File: src/hdl/npc_pkg.sv
// Shared types and constants for the nearest palette color search.
package npc_pkg;

   localparam int INDEX_BITS = 8;
   localparam int FIVE_BITS = 5;
   localparam int RED_LSB = 10;
   localparam int GREEN_LSB = 5;
   localparam int BLUE_LSB = 0;
   localparam int TRANSPARENT_INDEX = 255;

   localparam logic [1:0] KIND_LOAD = 2'd0;
   localparam logic [1:0] KIND_QUERY_COMP = 2'd1;
   localparam logic [1:0] KIND_QUERY_PACKED = 2'd2;

   typedef struct packed {
      logic                  valid;
      logic [INDEX_BITS-1:0] index;
   } npc_tag_type;

endpackage

File: src/hdl/npc_dist_unit.sv
// Shared distance unit: squared component differences, registered, then summed.
module npc_dist_unit
   import npc_pkg::*;
#(
   parameter int COMPONENT_BITS = 6
) (
   input  logic                          clock,
   input  logic                          reset,
   input  npc_tag_type                   in_tag,
   input  logic [3*COMPONENT_BITS-1:0]   entry,
   input  logic [COMPONENT_BITS-1:0]     query_red,
   input  logic [COMPONENT_BITS-1:0]     query_green,
   input  logic [COMPONENT_BITS-1:0]     query_blue,
   output npc_tag_type                   out_tag,
   output logic [2*COMPONENT_BITS+1:0]   distance
);

   localparam int CB = COMPONENT_BITS;
   localparam int SB = 2 * CB;
   localparam int DW = SB + 2;

   logic [CB-1:0] ent_red;
   logic [CB-1:0] ent_green;
   logic [CB-1:0] ent_blue;
   logic [CB-1:0] diff_red;
   logic [CB-1:0] diff_green;
   logic [CB-1:0] diff_blue;
   logic [SB-1:0] sq_red_in;
   logic [SB-1:0] sq_green_in;
   logic [SB-1:0] sq_blue_in;
   logic [SB-1:0] sq_red_ff;
   logic [SB-1:0] sq_green_ff;
   logic [SB-1:0] sq_blue_ff;
   npc_tag_type   tag_ff;

   assign ent_red = entry[2*CB +: CB];
   assign ent_green = entry[CB +: CB];
   assign ent_blue = entry[0 +: CB];

   always_comb begin
      diff_red = (query_red > ent_red) ? (query_red - ent_red) : (ent_red - query_red);
      diff_green = (query_green > ent_green) ? (query_green - ent_green)
                                             : (ent_green - query_green);
      diff_blue = (query_blue > ent_blue) ? (query_blue - ent_blue) : (ent_blue - query_blue);
      sq_red_in = SB'(diff_red) * SB'(diff_red);
      sq_green_in = SB'(diff_green) * SB'(diff_green);
      sq_blue_in = SB'(diff_blue) * SB'(diff_blue);
   end

   always_ff @(posedge clock) begin
      if (reset) begin
         tag_ff <= '0;
      end else begin
         tag_ff <= in_tag;
      end
      sq_red_ff <= sq_red_in;
      sq_green_ff <= sq_green_in;
      sq_blue_ff <= sq_blue_in;
   end

   assign out_tag = tag_ff;
   assign distance = DW'(sq_red_ff) + DW'(sq_green_ff) + DW'(sq_blue_ff);

endmodule

File: config.mk
export PLATFORM = sky130hd
export DESIGN_NAME = npc_dist_unit
export DESIGN_NICKNAME = d
export VERILOG_FILES = /design/src/hdl/npc_pkg.sv /design/src/hdl/npc_dist_unit.sv
export SDC_FILE = /design/constraint.sdc
export NUM_CORES = 1
export LEC_CHECK = 0
export ABC_AREA = 1
export BUFFER_PORTS_ARGS = -buffer_cell sky130_fd_sc_hd__buf_2
export CAP_MARGIN = 20
export CORE_MARGIN = 2
export CORE_UTILIZATION = 23
export CTS_CLUSTER_SIZE = 16
export DETAILED_ROUTE_END_ITERATION = 7
export PLACE_DENSITY = 0.37
export SLEW_MARGIN = 20
export SYNTH_ARGS = -nofsm -noshare
export SYNTH_HDL_FRONTEND = slang
export SYNTH_SLANG_ARGS = --single-unit
File: constraint.sdc
create_clock -name clock -period 5.1 [get_ports clock]
set_clock_uncertainty 0.1 [all_clocks]
set_input_delay 0.51 -clock clock [delete_from_list [all_inputs] [get_ports clock]]
set_output_delay 0.51 -clock clock [all_outputs]
set_load 0.005 [all_outputs]
### Word-level counts from Yosys, hierarchy flattened

Cells that the tools add are included.

| word-level totals | value |
|---|---|
| word-level logic and storage cells | 22 |
| output and inout port bits | 23 |
| input port bits | 47 |
| flip-flop bits (word level) | 45 |

| operators by class | value |
|---|---|
| add/subtract/negate cells | 8 |
| order comparisons | 3 |
| multiplexer cells | 3 |
| multiply operators | 3 |

Operators by type and width:

| operator | number |
|---|---|
| $mul A6 B6 Y12 | 3 |
| $sub A6 B6 Y6 | 6 |
| $gt A6 B6 Y1 | 3 |
| $mux W6 | 3 |
| $add A13 B12 Y14 | 1 |
| $add A12 B12 Y13 | 1 |

### Longest topological paths before layout

| logic depth | value |
|---|---|
| word-level depth | 3 |
| gate-level depth with buffers | 26 |
| mapped depth without buffers | 25 |

### Worst setup path after synthesis

OpenSTA, ideal clock, no wires.

| timing path | value |
|---|---|
| kind | input port to flip-flop |
| start point | input query_green[0] |
| end point | register sq_green_ff[11] |
| arrival time | 4,318 ps |
| library setup time | 117 ps |
| data required time | 4,883 ps |
| slack | 565 ps |
| stages on the path | 22 |
| path buffers | 0 |
| cells stage by stage | inv_1 > ha_1 > inv_1 > fa_1 > nand2_1 > nand3_2 > nand2_4 > inv_2 > or2_1 > o21ai_2 > nor2_1 > fa_1 > inv_1 > fa_1 > fa_1 > inv_1 > ha_1 > nand3_1 > nand3_1 > a21oi_1 > o21bai_1 > nand2_1 |

| between the ends | value |
|---|---|
| cells in the longest elaborated chain, start to end | 3 |
| elaborated cells on any way between the ends | 5 |
| classes of those cells | 2 x add/sub; 1 x mul; 1 x order compare; 1 x mux |

Ends and longest elaborated chain:

| what | line | source |
|---|---|---|
| start, declared | npc_dist_unit.sv:12 | `input logic [COMPONENT_BITS-1:0] query_green,` |
| $sub A6 B6 Y6 (tied with other cells) | npc_dist_unit.sv:43 | `: (ent_green - query_green);` |
| $mux W6 * | npc_dist_unit.sv:42 | `diff_green = (query_green > ent_green) ? (query_green - ent_green)` |
| $mul A6 B6 Y12 * | npc_dist_unit.sv:46 | `sq_green_in = SB'(diff_green) * SB'(diff_green);` |
| net sq_green_in[11] | npc_dist_unit.sv:29 | `logic [SB-1:0] sq_green_in;` |
| end signal, assigned | npc_dist_unit.sv:57 | `sq_green_ff <= sq_green_in;` |
| end, declared | npc_dist_unit.sv:32 | `logic [SB-1:0] sq_green_ff;` |

Mark *: on every way through the listed nets, which the timed path passes. The rest lies on a longest branch.
A chain may end at the register's enable or synchronous reset.

### Worst setup path after layout

Ends and elaborated chain as after synthesis.

==> summary.md <==
| Metric | Value |
|---|---|
| Status | completed |
| Largest family of logic cells by synthesized area | adder cells |
| Worst hold slack | 0.327 ns |
| Port Buffer Count | 69 |
| Full die area | 25300 um2 |
| WL/cell | 10.7 um |
| CTS Hold Bufs | 0 |
| Worst path cell trace | buf_2, inv_1, ha_1, inv_1, fa_1, nand2_1, nand3_2, nand2_4, inv_2, or2_1, o21ai_2, nor2_1, fa_1, inv_1, fa_1, fa_1, inv_1, ha_1, nand3_1, nand3_1, a21oi_1, o21bai_1, nand2_1 |
| Final #Nets | 1011 |
| Seq cells post-synth | 42 |
| Total grt overflow | 0 |
| Post-synth top flop | dfxtp_1 |
| VDD IR max | 440 uV |
| Sequential element share of the synthesized area | 15.2% |
| Clock Path Buffers | 2 |
| Most instantiated library cell after synthesis | inv_1 |
| CP bufs+invs | 6 |
| Startpoint type of the worst setup path | input pin |
| GPL Wtd Cong | 0.764 |
| Clock power frac | 6.9% |
| WL final | 12.3 mm |
| CTS tree | done |
| CTS Root Buffer Type | clkbuf_16 |
| Cell count after synthesis | 762 |
| Gr usage total | 10.2% |
| Synth top cells by count | inv_1 (153), nand2_1 (143), nor2_1 (85) |
| 1st-iter DRT viols | 127 |
| Max_cap viols | 0 |
| Unrepaired setup endpoints after global routing | false |
| Setup Buffers After CTS | 0 |
| Final setup viols | 0 |
| I/O pin count | 70 |
| CP Capture Type | flip-flop |
| Fraction of the mapped netlist area in adder cells | 34.0% |
| Sequential fraction of design power | 11.8% |
| Compound-cell area share of the yosys netlist | 7.43% |
| Ant diodes | 0 |
| Fmax | 215 MHz |
| Post-route clock period utilization | 91.2% |
| Largest fanout on the critical path | 7 |
| Post-route non-filler standard cell count | 1159 |
| Slew HR | 64.1% |
| Vias in the first global route | 4629 |
| Total core area | 23500 um2 |
| Int Pwr | 2.34 mW |
| Area fraction of the dominant cell type after synthesis | 18.8% |
| Area Growth Syn to Fin | 16.5% |
| Dpl hpwl | 11.0 mm |
| Multiplexer share of the synthesized area | 0% |
| CP arrival | 4.74 ns |
| Hold violation count in the final report | 0 |
| Worst Max-Slew Pin Slew | 0.532 ns |
| Max Slew Vio Count | 0 |
| XOR/XNOR share of the synthesized area | 6.50% |
| Synth area leader | ha_1 |
| Yosys cell types | 33 |
| DRT Pass-1 Iters | 4 |
| # H-tree levels | 2 |
| Sw Share | 51.8% |
| DIE WIDTH | 159 um |
| Rows | 56 |
| Setup CP Type | input pin to flip-flop |
| Sw power | 2.52 mW |
| Dominant cells by area after synthesis | ha_1 (19%), dfxtp_1 (15%), fa_1 (15%) |
| Post-synth EDFFs | 0 |
| Async set-reset flop share out of synthesis | 0% |
| DR vias/cell | 3.95 |
| Starting Density | 23.5% |
| Die H | 159 um |
| Setup TNS Final | 0 ns |
| Slowest-stage cell, CP | fa_1 |
| CP required | 5.19 ns |
| Worst-path clk slew | 0.07 ns |
| Syn avg cell area | 7.25 um2 |
| Leak | 3.58 nW |
| First-pass GRT wire length | 21.7 mm |
| CP delay by family, top | adder cells |
| Largest net degree at the start of global routing | 17 |
| Power density over cell area | 755 nW/um2 |
| Num CTS Buffers | 5 |
| Simple-gate portion of the synthesized area | 24.6% |
| Placed Cells | 1151 |
| Post-cts sizing count | 0 |
| Cell Area, Synth | 5520 um2 |
| Vias | 4582 |
| Clock sink count | 42 |
| Crit-path max cell delay | 0.54 ns |
| Post-layout min period | 4.65 ns |
| Comb pwr share | 81.3% |
| DRC Markers | 0 |
| Initial antenna violation count | 0 |
| Tot Pwr | 4.86 mW |
| DRT antenna net count | 0 |
| Layout cells sized above 1 | 15.5% |
| Worst min path class | input pin to flip-flop |
| Yosys warns | 0 |
-- through the flow --
step | cell area, um2 | util (%) | worst slack, ns
3_5_place_dp | 6280 | 26.7 | 0.112
5_1_grt | 6430 | 27.3 | 0.121
4_1_cts | 6430 | 27.3 | 0.426
2_1_floorplan | 5530 | - | 0.565
3_3_place_gp | 6280 | 26.7 | 0.175
6_report | 6430 | 27.3 | 0.449
-- registers in the layout, indices dropped and copies added, names as in the netlist --
name	cells
sq_green_ff	11
sq_blue_ff	11
out_tag	9
sq_red_ff	11
-- worst paths after layout --
kind,endpoint,start,slack [ns],cells after the start
setup / recovery,sq_green_ff[11]$_DFF_P_,query_green[0],0.45,23
hold / removal,out_tag[0]$_SDFF_PP0_,in_tag[0],0.33,3
-- worst min-delay path, stage by stage --
cell	delay, ns
buf_2	0.08
inv_1	0.03
nor2_1	0.06
-- cells by family after synthesis --
logic type,Yosys count
AOI/OAI and AO/OA,71
xor gates and xnor gates,41
adders and majority gates,125
buffers and inverters,174
DFF,42
other,1
and+or+nand+nor,308
-- cell usage in the layout, fill, tap and decap left out, drive strengths merged --
cell,synthesis,final
inv,167,169
nand2,162,162
nor2,86,86
ha,83,83
buf,6,75
a21oi,43,43
fa,42,42
dfxtp,42,42
nand3,41,41
xor2,32,32
o21ai,17,17
nand4,14,14
xnor2,9,9
clkbuf,1,5
o211ai,4,4
nor3,4,4
o21bai,4,4
conb,1,3
or2,1,1
o21a,1,1
a21o,1,1
o311ai,1,1
clkinv,0,1
-- per-layer routing --
metal  global-route usage, %  wire [um]
met3                    1.25        361
met1                    14.0       6440
met2                    17.5       5460
met5                       0          0
met4                    1.74         84
-- cell type report --
| type | instances | area, um2 |
|---|---|---|
| fillers | 2697 | 17100 |
| clock inverters | 3 | 28.8 |
| well taps | 319 | 399 |
| inverters | 167 | 629 |
| multi-input cells | 548 | 4020 |
| flip-flops and latches | 42 | 841 |
| repair buffers | 75 | 390 |
| clock buffers | 5 | 125 |
-- power by group through the flow --
stage	sequential, mW	clock, mW	combinational (mW)
after floorplan	0.553	0	2.94
after global placement	0.591	0	4.05
after detailed placement	0.590	0	4.01
after CTS	0.582	0.350	4.04
after global routing	0.593	0.363	4.63
final	0.574	0.333	3.95
No activity file was read; power rests on OpenSTA's default activity.
